File: src/sv/lcc_pkg.sv
`timescale 1ns / 1ps
// lcc_pkg: shared constants, types and helpers for the luhn card number checker
package lcc_pkg;

  localparam int NUM_BITS   = 54;
  localparam int NUM_DIGITS = 17;
  localparam int MAX_DIGITS = 16;
  localparam int BIT_CNT_W  = $clog2(NUM_BITS);
  localparam int DCNT_W     = $clog2(NUM_DIGITS + 1);
  localparam int TOTAL_W    = 8;
  localparam int PAIR_W     = 7;

  localparam logic [DCNT_W-1:0] LEN_AMEX   = DCNT_W'(15);
  localparam logic [DCNT_W-1:0] LEN_LONG   = DCNT_W'(16);
  localparam logic [DCNT_W-1:0] LEN_SHORT  = DCNT_W'(13);
  localparam logic [PAIR_W-1:0] PAIR_AMEX_A = PAIR_W'(34);
  localparam logic [PAIR_W-1:0] PAIR_AMEX_B = PAIR_W'(37);
  localparam logic [PAIR_W-1:0] PAIR_MC_LO  = PAIR_W'(51);
  localparam logic [PAIR_W-1:0] PAIR_MC_HI  = PAIR_W'(55);
  localparam logic [3:0]        LEAD_VISA   = 4'd4;

  typedef enum logic [1:0] {
    KIND_INVALID = 2'd0,
    KIND_AMEX    = 2'd1,
    KIND_MASTER  = 2'd2,
    KIND_VISA    = 2'd3
  } kind_t;

  typedef struct packed {
    logic clear;
    logic conv;
    logic unload;
  } cell_ctl_t;

  typedef struct packed {
    logic              clear;
    logic              step;
    logic [DCNT_W-1:0] pos;
  } tally_ctl_t;

  // true when the total is a multiple of ten
  function automatic logic is_mult10(input logic [TOTAL_W-1:0] total);
    logic hit;
    hit = 1'b0;
    for (int k = 0; k * 10 < (1 << TOTAL_W); k++) begin
      if (total == TOTAL_W'(k * 10)) hit = 1'b1;
    end
    return hit;
  endfunction

endpackage

File: src/sv/luhn_card_number_checker_core.sv
`timescale 1ns / 1ps
// luhn_card_number_checker_core: top level, sequencer and bcd digit cell chain
//
//  channel | signals                          | dir | word
//  card    | card_valid card_ready            | in  | card_number[53:0]
//  result  | result_valid result_ready        | out | card_kind digit_count
//          |                                  |     | leading_pair checksum_total luhn_ok
//
// one word passes through 1 accept, 54 shift-and-add-3 steps through the
// 17 digit cells (one input bit a cycle), 17 steps unloading the digits into the tally,
// and 1 step presenting the result
// the result is held until result_ready; card_ready is high only when idle
// synchronous active-high reset returns the sequencer to idle with no result pending
module luhn_card_number_checker_core #(
  parameter int MAX_DIGITS = lcc_pkg::MAX_DIGITS
) (
  input  logic                          clk,
  input  logic                          rst,
  input  logic                          card_valid,
  output logic                          card_ready,
  input  logic [lcc_pkg::NUM_BITS-1:0]  card_number,
  output logic                          result_valid,
  input  logic                          result_ready,
  output logic [1:0]                    card_kind,
  output logic [4:0]                    digit_count,
  output logic [6:0]                    leading_pair,
  output logic [7:0]                    checksum_total,
  output logic                          luhn_ok
);

  typedef enum logic [3:0] {
    ST_IDLE = 4'b0001,
    ST_CONV = 4'b0010,
    ST_SCAN = 4'b0100,
    ST_DONE = 4'b1000
  } state_t;

  state_t                          state;
  state_t                          state_next;
  logic [lcc_pkg::BIT_CNT_W-1:0]   cnt;
  logic [lcc_pkg::BIT_CNT_W-1:0]   cnt_next;
  logic [lcc_pkg::NUM_BITS-1:0]    shreg;
  lcc_pkg::cell_ctl_t              cell_ctl;
  lcc_pkg::tally_ctl_t             tally_ctl;
  logic                            accept;

  logic [lcc_pkg::NUM_DIGITS:0]    carry;
  logic [3:0]                      digits [0:lcc_pkg::NUM_DIGITS];

  assign accept       = card_valid && card_ready;
  assign card_ready   = (state == ST_IDLE);
  assign result_valid = (state == ST_DONE);

  always_comb begin
    state_next = state;
    cnt_next   = cnt + 1'b1;
    case (state)
      ST_IDLE: begin
        cnt_next = '0;
        if (card_valid) state_next = ST_CONV;
      end
      ST_CONV: begin
        if (cnt == lcc_pkg::BIT_CNT_W'(lcc_pkg::NUM_BITS - 1)) begin
          state_next = ST_SCAN;
          cnt_next   = '0;
        end
      end
      ST_SCAN: begin
        if (cnt == lcc_pkg::BIT_CNT_W'(lcc_pkg::NUM_DIGITS - 1)) begin
          state_next = ST_DONE;
        end
      end
      ST_DONE: begin
        cnt_next = '0;
        if (result_ready) state_next = ST_IDLE;
      end
      default: begin
        state_next = ST_IDLE;
        cnt_next   = '0;
      end
    endcase
  end

  always_ff @(posedge clk) begin
    if (rst) begin
      state <= ST_IDLE;
      cnt   <= '0;
    end else begin
      state <= state_next;
      cnt   <= cnt_next;
    end
  end

  always_ff @(posedge clk) begin
    if (accept) begin
      shreg <= card_number;
    end else if (state == ST_CONV) begin
      shreg <= {shreg[lcc_pkg::NUM_BITS-2:0], 1'b0};
    end
  end

  assign cell_ctl.clear  = accept;
  assign cell_ctl.conv   = (state == ST_CONV);
  assign cell_ctl.unload = (state == ST_SCAN);

  assign tally_ctl.clear = accept;
  assign tally_ctl.step  = (state == ST_SCAN);
  assign tally_ctl.pos   = lcc_pkg::DCNT_W'(cnt) + 1'b1;

  assign carry[0]                      = shreg[lcc_pkg::NUM_BITS-1];
  assign digits[lcc_pkg::NUM_DIGITS]   = 4'd0;

  for (genvar i = 0; i < lcc_pkg::NUM_DIGITS; i++) begin : g_cell
    lcc_cell u_cell (
      .clk       (clk),
      .ctl       (cell_ctl),
      .carry_in  (carry[i]),
      .upper     (digits[i+1]),
      .carry_out (carry[i+1]),
      .digit     (digits[i])
    );
  end

  lcc_tally #(
    .MAX_DIGITS (MAX_DIGITS)
  ) u_tally (
    .clk            (clk),
    .ctl            (tally_ctl),
    .digit          (digits[0]),
    .card_kind      (card_kind),
    .digit_count    (digit_count),
    .leading_pair   (leading_pair),
    .checksum_total (checksum_total),
    .luhn_ok        (luhn_ok)
  );

endmodule

File: src/sv/lcc_cell.sv
`timescale 1ns / 1ps
// lcc_cell: one bcd digit cell of the shift-and-add-3 conversion chain
module lcc_cell (
  input  logic                 clk,
  input  lcc_pkg::cell_ctl_t   ctl,
  input  logic                 carry_in,
  input  logic [3:0]           upper,
  output logic                 carry_out,
  output logic [3:0]           digit
);

  logic [3:0] adj;

  assign adj       = (digit >= 4'd5) ? digit + 4'd3 : digit;
  assign carry_out = adj[3];

  always_ff @(posedge clk) begin
    if (ctl.clear) begin
      digit <= 4'd0;
    end else if (ctl.conv) begin
      digit <= {adj[2:0], carry_in};
    end else if (ctl.unload) begin
      digit <= upper;
    end
  end

endmodule

File: src/sv/lcc_tally.sv
`timescale 1ns / 1ps
// lcc_tally: luhn sum, digit count, leading digits and card kind over the digit stream
module lcc_tally #(
  parameter int MAX_DIGITS = lcc_pkg::MAX_DIGITS
) (
  input  logic                                 clk,
  input  lcc_pkg::tally_ctl_t                  ctl,
  input  logic [3:0]                           digit,
  output logic [1:0]                           card_kind,
  output logic [4:0]                           digit_count,
  output logic [lcc_pkg::PAIR_W-1:0]           leading_pair,
  output logic [lcc_pkg::TOTAL_W-1:0]          checksum_total,
  output logic                                 luhn_ok
);

  logic [lcc_pkg::DCNT_W-1:0]  count;
  logic [lcc_pkg::TOTAL_W-1:0] total;
  logic [3:0]                  first;
  logic [3:0]                  second;
  logic [3:0]                  prev;
  logic [4:0]                  dbl;
  logic [4:0]                  folded;
  logic [4:0]                  addend;
  logic [lcc_pkg::PAIR_W-1:0]  pair;
  lcc_pkg::kind_t              kind;

  assign dbl    = {digit, 1'b0};
  assign folded = (dbl > 5'd9) ? dbl - 5'd9 : dbl;
  assign addend = ctl.pos[0] ? {1'b0, digit} : folded;

  always_ff @(posedge clk) begin
    if (ctl.clear) begin
      count  <= '0;
      total  <= '0;
      first  <= 4'd0;
      second <= 4'd0;
      prev   <= 4'd0;
    end else if (ctl.step) begin
      total <= total + lcc_pkg::TOTAL_W'(addend);
      prev  <= digit;
      if (digit != 4'd0) begin
        count  <= ctl.pos;
        first  <= digit;
        second <= prev;
      end
    end
  end

  assign pair = (lcc_pkg::PAIR_W'(first) << 3) + (lcc_pkg::PAIR_W'(first) << 1)
              + lcc_pkg::PAIR_W'(second);

  always_comb begin
    kind = lcc_pkg::KIND_INVALID;
    if (count <= lcc_pkg::DCNT_W'(MAX_DIGITS)) begin
      if (count == lcc_pkg::LEN_AMEX &&
          (pair == lcc_pkg::PAIR_AMEX_A || pair == lcc_pkg::PAIR_AMEX_B)) begin
        kind = lcc_pkg::KIND_AMEX;
      end else if (count == lcc_pkg::LEN_LONG &&
                   pair inside {[lcc_pkg::PAIR_MC_LO:lcc_pkg::PAIR_MC_HI]}) begin
        kind = lcc_pkg::KIND_MASTER;
      end else if ((count == lcc_pkg::LEN_SHORT || count == lcc_pkg::LEN_LONG) &&
                   first == lcc_pkg::LEAD_VISA) begin
        kind = lcc_pkg::KIND_VISA;
      end
    end
  end

  assign card_kind      = kind;
  assign digit_count    = 5'(count);
  assign leading_pair   = pair;
  assign checksum_total = total;
  assign luhn_ok        = lcc_pkg::is_mult10(total);

endmodule
File: config.mk
export PLATFORM = sky130hd
export DESIGN_NAME = luhn_card_number_checker_core
export DESIGN_NICKNAME = d
export VERILOG_FILES = /design/src/sv/lcc_pkg.sv /design/src/sv/luhn_card_number_checker_core.sv /design/src/sv/lcc_cell.sv /design/src/sv/lcc_tally.sv
export SDC_FILE = /design/constraint.sdc
export NUM_CORES = 1
export LEC_CHECK = 0
export ABC_CLOCK_PERIOD_IN_PS = 8850
export BUFFER_PORTS_ARGS = -buffer_cell sky130_fd_sc_hd__clkbuf_2
export CAP_MARGIN = 20
export CORE_ASPECT_RATIO = 2
export CORE_MARGIN = 5
export CORE_UTILIZATION = 35
export DETAILED_ROUTE_END_ITERATION = 7
export SYNTH_ARGS = -nofsm -noshare
export SYNTH_HDL_FRONTEND = slang
export SYNTH_HIERARCHICAL = 1
export SYNTH_SLANG_ARGS = --single-unit
File: constraint.sdc
create_clock -name clk -period 8.85 [get_ports clk]
set_input_delay 1.3275 -clock clk [delete_from_list [all_inputs] [get_ports clk]]
set_output_delay 1.3275 -clock clk [all_outputs]
set_load 0.01 [all_outputs]
Word-level counts from Yosys, hierarchy flattened

Index checks and enable logic that the tools add are counted.

Bits in registers: 157
Bits in read-only memories: 0
Memories kept: 0
Bits in latches: 0
Bits in writable memories: 0
Input port bits: 58

Bitwise gates (word level): 0
Shift operators: 0
Eq/ne operators: 41
$lt $le $gt $ge: 21
Mux-type cells: 92
$add $sub $neg: 23
Multipliers: 0
Reductions and logical operators: 13
Div/mod/pow operators: 0

Operators by type and width:

| operator                                                           | number |
|---|---|
| 2-to-1 mux 4 bit                                                   | 54 |
| 2-to-1 mux 54 bit                                                  | 2 |
| == test 8 bit (second input constant)                              | 13 |
| greater-or-equal comparator 4 x 3 -> 1 bit (second input constant) | 17 |
| adder 4 x 2 -> 4 bit (second input constant)                       | 16 |
| == test 8 x 7 -> 1 bit (second input constant)                     | 6 |
| 2-to-1 mux 1 bit                                                   | 26 |
| == test 8 x 6 -> 1 bit (second input constant)                     | 3 |
| == test 8 x 5 -> 1 bit (second input constant)                     | 2 |
| one-hot mux 4 bit (4 select lines)                                 | 1 |
| == test 7 x 6 -> 1 bit (second input constant)                     | 2 |
| one-hot mux 6 bit (2 select lines)                                 | 1 |
| == test 5 x 4 -> 1 bit (second input constant)                     | 2 |
| 2-to-1 mux 5 bit                                                   | 2 |
| adder 8 x 5 -> 8 bit                                               | 1 |
| == test 4 x 3 -> 1 bit (second input constant)                     | 2 |
| == test 8 x 4 -> 1 bit (second input constant)                     | 1 |
| logical NOT 8 bit                                                  | 1 |
| 2-to-1 mux 2 bit                                                   | 4 |
| adder 7 x 4 -> 7 bit                                               | 1 |
| adder 7 x 5 -> 7 bit                                               | 1 |
| greater-or-equal comparator 7 x 6 -> 1 bit (second input constant) | 1 |
| less-or-equal comparator 7 x 6 -> 1 bit (second input constant)    | 1 |
| adder 6 x 1 -> 6 bit (second input constant)                       | 1 |
| other kinds (21)                                                   | 29 |

Logic depth before layout (Yosys ltp)

Word-level depth: 27
Depth in mapped cells: 13
Depth with buffers taken out: 13

Cells and area by module

Netlist, hierarchy kept.

Modules (own cells, without submodules):

| module                        | instances | cells an instance | area each (sq um) | sequential area each (sq um) |
|---|---|---|---|---|
| lcc_cell                      | 17        | 35                | 280.3             | 80.1 |
| luhn_card_number_checker_core | 1         | 177               | 2807.7            | 1821.7 |
| lcc_tally                     | 1         | 224               | 1823.0            | 500.5 |

Worst setup path before layout

OpenSTA, ideal clock, no wires.

Kind: register to register
Start point: reg state[2]
End point: reg state[3]
Slack: 2160 ps
Setup time: 130 ps
Cell stages (with the launch flop): 5
Data required time: 8720 ps
Arrival time: 6560 ps
Path through: dfxtp_1 > nor4b_2 > o21ai_0 > nand4b_1 > o31ai_1

RTL lines:

| element                  | RTL line                            | source |
|---|---|---|
| start: declaration       | luhn_card_number_checker_core.sv:38 | `state_t state;` |
| start signal: assignment | luhn_card_number_checker_core.sv:89 | `state <= state_next;` |

Worst setup path in the final report

Start point: reg u_tally.first[0]
End point: out card_kind[0]

Word-level cells in the longest chain between the ends: 8
Elaborated cells between the ends (all ways): 16
Those cells by class: add/sub (2); order compare (2); eq/ne (3); mux (4); reduce/logical (5)

RTL lines:

| element                                                                                                      | RTL line                            | source |
|---|---|---|
| start: declaration                                                                                           | lcc_tally.sv:18                     | `logic [3:0] first;` |
| start signal: assignment                                                                                     | lcc_tally.sv:43                     | `first <= digit;` |
| adder 7 x 5 -> 7 bit                                                                                         | lcc_tally.sv:49                     | `assign pair = (lcc_pkg::PAIR_W'(first) << 3) + (lcc_pkg::PAIR_W'(first) << 1)` |
| adder 7 x 4 -> 7 bit                                                                                         | lcc_tally.sv:50                     | `+ lcc_pkg::PAIR_W'(second);` |
| greater-or-equal comparator 7 x 6 -> 1 bit / less-or-equal comparator 7 x 6 -> 1 bit (equally long branches) | lcc_tally.sv:59                     | `pair inside {[lcc_pkg::PAIR_MC_LO:lcc_pkg::PAIR_MC_HI]}) begin` |
| logical AND 1 bit (2 in a row)                                                                               | lcc_tally.sv:59                     |  |
| 2-to-1 mux 2 bit                                                                                             | lcc_tally.sv:58                     | `end else if (count == lcc_pkg::LEN_LONG &&` |
| 2-to-1 mux 2 bit *                                                                                           | lcc_tally.sv:55                     | `if (count == lcc_pkg::LEN_AMEX &&` |
| 2-to-1 mux 2 bit *                                                                                           | lcc_tally.sv:54                     | `if (count <= lcc_pkg::DCNT_W'(MAX_DIGITS)) begin` |
| end: declaration                                                                                             | luhn_card_number_checker_core.sv:24 | `output logic [1:0] card_kind,` |

Mark *: on every way between the ends. The rest lies on a longest branch, timed or not.

==> results.sh <==
export IMPL_grt_start_max_net_pins=82
export IMPL_cts_repair_resized=0
export IMPL_postRouteAntennaNets=0
export IMPL_cts_root_buf="clkbuf_16"
export IMPL_dieWidth_um=126
export IMPL_min_period_ns=4.25
export IMPL_hold_path_class="reg -> reg"
export IMPL_rows=84
export IMPL_worstSkewPairLatency_ns=0.44
export IMPL_fillCellCount=2640
export IMPL_cts_max_level=4
export IMPL_die_y_um=241
export IMPL_rsz0062_at_grt="no"
export IMPL_firstDrtPassIters=4
export IMPL_wire_per_inst_um=14.2
export IMPL_layout_commonest_cell="nor2_1"
export IMPL_vdd_drop_max_v=0.000159
export IMPL_drt_iter0_drc=422
export IMPL_cts_setup_buffers=0
export IMPL_final_layout_size_suffix_gt1_share_pct=14.1
export IMPL_grt_ovfl_total=0
export IMPL_grt_pass1_wl_um=34300
export IMPL_finalSetupViolations=0
export IMPL_critical_path_class="reg -> out"
export IMPL_io_buffers=82
export IMPL_multi_input_area_mm2=0.00529
export IMPL_tightest_slew_ns=0.999
export IMPL_area_delta_synth_final_pct=13.5
export IMPL_wl_um=20300
export IMPL_hpwlAfterDp_um=14000
export IMPL_cp_max_fo=4
export IMPL_syn_cell_area_mm2=0.00937
export IMPL_critPathRequiredTime_ns=7.52
export IMPL_start_util_pct=35.5
export IMPL_synth_area_per_cell_um2=9.45
export IMPL_avgViaCountPerCell=5.19
export IMPL_tns_ns=0
export IMPL_ff_latch_area_mm2=0.00368
export IMPL_outcome="complete, no violations"
export IMPL_max_cap_violations=0
export IMPL_slew_viol_final=0
export IMPL_diodes=0
export IMPL_antenna_found_initial=0
export IMPL_arrival_ns=2.93
export IMPL_slew_headroom_pct=33.4
export IMPL_start_kind="flop"
export IMPL_post_place_ws_ns=5.08
export IMPL_leakage_uw=0.00386
export IMPL_cts_hold_buffers_added=0
export IMPL_crit_path_end_kind="output pin"
export IMPL_yosys_warnings=6
export IMPL_dieArea_mm2=0.0304
export IMPL_fmax_ghz=0.235
export IMPL_period_share_pct=48.1
export IMPL_most_common_layout_cells="108 x nor2_1, 103 x dfxtp_1, 84 x nand2_1"
export IMPL_num_vias=7395
export IMPL_syn_inst=992
export IMPL_core_mm2=0.0264
export IMPL_skew_ns=0.0133
export IMPL_cts_made_buffers=17
export IMPL_finalPower_uw=1880
export IMPL_io_pins=83
export IMPL_cts_clk_slew_worst_paths_ns=0.06
export IMPL_power_density_mw_per_mm2=177
export IMPL_place_congestion=0.791
export IMPL_drcViolationCount=0
export IMPL_tritoncts="yes"
export IMPL_grt_pass1_vias=7205
export IMPL_hold_viol=0
export IMPL_finalNetCount=1178
export IMPL_final_setup_worst_slack_ns=4.60
export IMPL_ctsLongestPathBuffers=2
export IMPL_cts_sinks=157
export IMPL_groute_usage_overall_pct=13.6
cell type report:
| cell class | instances | area share [%] |
|---|---|---|
| sequential | 157 | 34.6 |
| multi-input combinational | 752 | 49.7 |
| tap | 344 | 4.04 |
| inverter | 50 | 1.80 |
| clock buffer | 21 | 4.43 |
| timing repair buffer | 89 | 4.35 |
| clock inverter | 11 | 1.03 |
where the power goes:
group	internal (uW)	switching, uW	leakage, uW
sequential	845	54.6	0.00135
clock	414	312	0.000276
combinational	105	148	0.00224
stage by stage:
stage	instance area [um^2]	hold slack, ns	cells	utilization [%]
floorplan	9390	0.445	995	-
global placement	10100	0.463	1392	38.1
detailed placement	10100	0.470	1392	38.1
CTS	10600	0.479	1424	40.3
global route	10600	0.487	1424	40.3
finish	10600	0.478	1424	40.3
worst max-delay path, cell delays in order, from the launching register on:
cell	delay, ns
dfxtp_1	0.35
fa_1	0.57
inv_1	0.06
fa_1	0.45
xor2_1	0.21
nor4b_1	0.39
and4_1	0.25
o22ai_1	0.07
clkbuf_2	0.14
flip-flops by register name, summed over array words and instances (netlist names):
register and flops:
shreg 54, u_tally/first 4, u_tally/digit_count 5, state 4, cnt 6, u_tally/checksum_total 8, u_tally/prev 4, u_tally/second 4
g_cell.u_cell/digit 68
per-layer routing:
metal  vias up  share of wire [%]  track usage (%)
met4         0                1.3             4.28
met5         -                  0                0
met1      3527                 40             14.2
li1       3765                  -                -
met2        81                 56             26.8
met3        22                2.9             2.87
worst paths after layout:
check / startpoint / endpoint / slack, ns / cells after the start
max: u_tally/first[0] / card_kind[0] / 4.60 / 8
min: u_tally/prev[2] / u_tally/prev[2] / 0.48 / 2
max reg2reg: g_cell[0].u_cell/digit[0] / u_tally/checksum_total[6] / 5.70 / 12
min reg2reg: u_tally/prev[2] / u_tally/prev[2] / 0.48 / 2
Power figures use the tool's default switching activity.
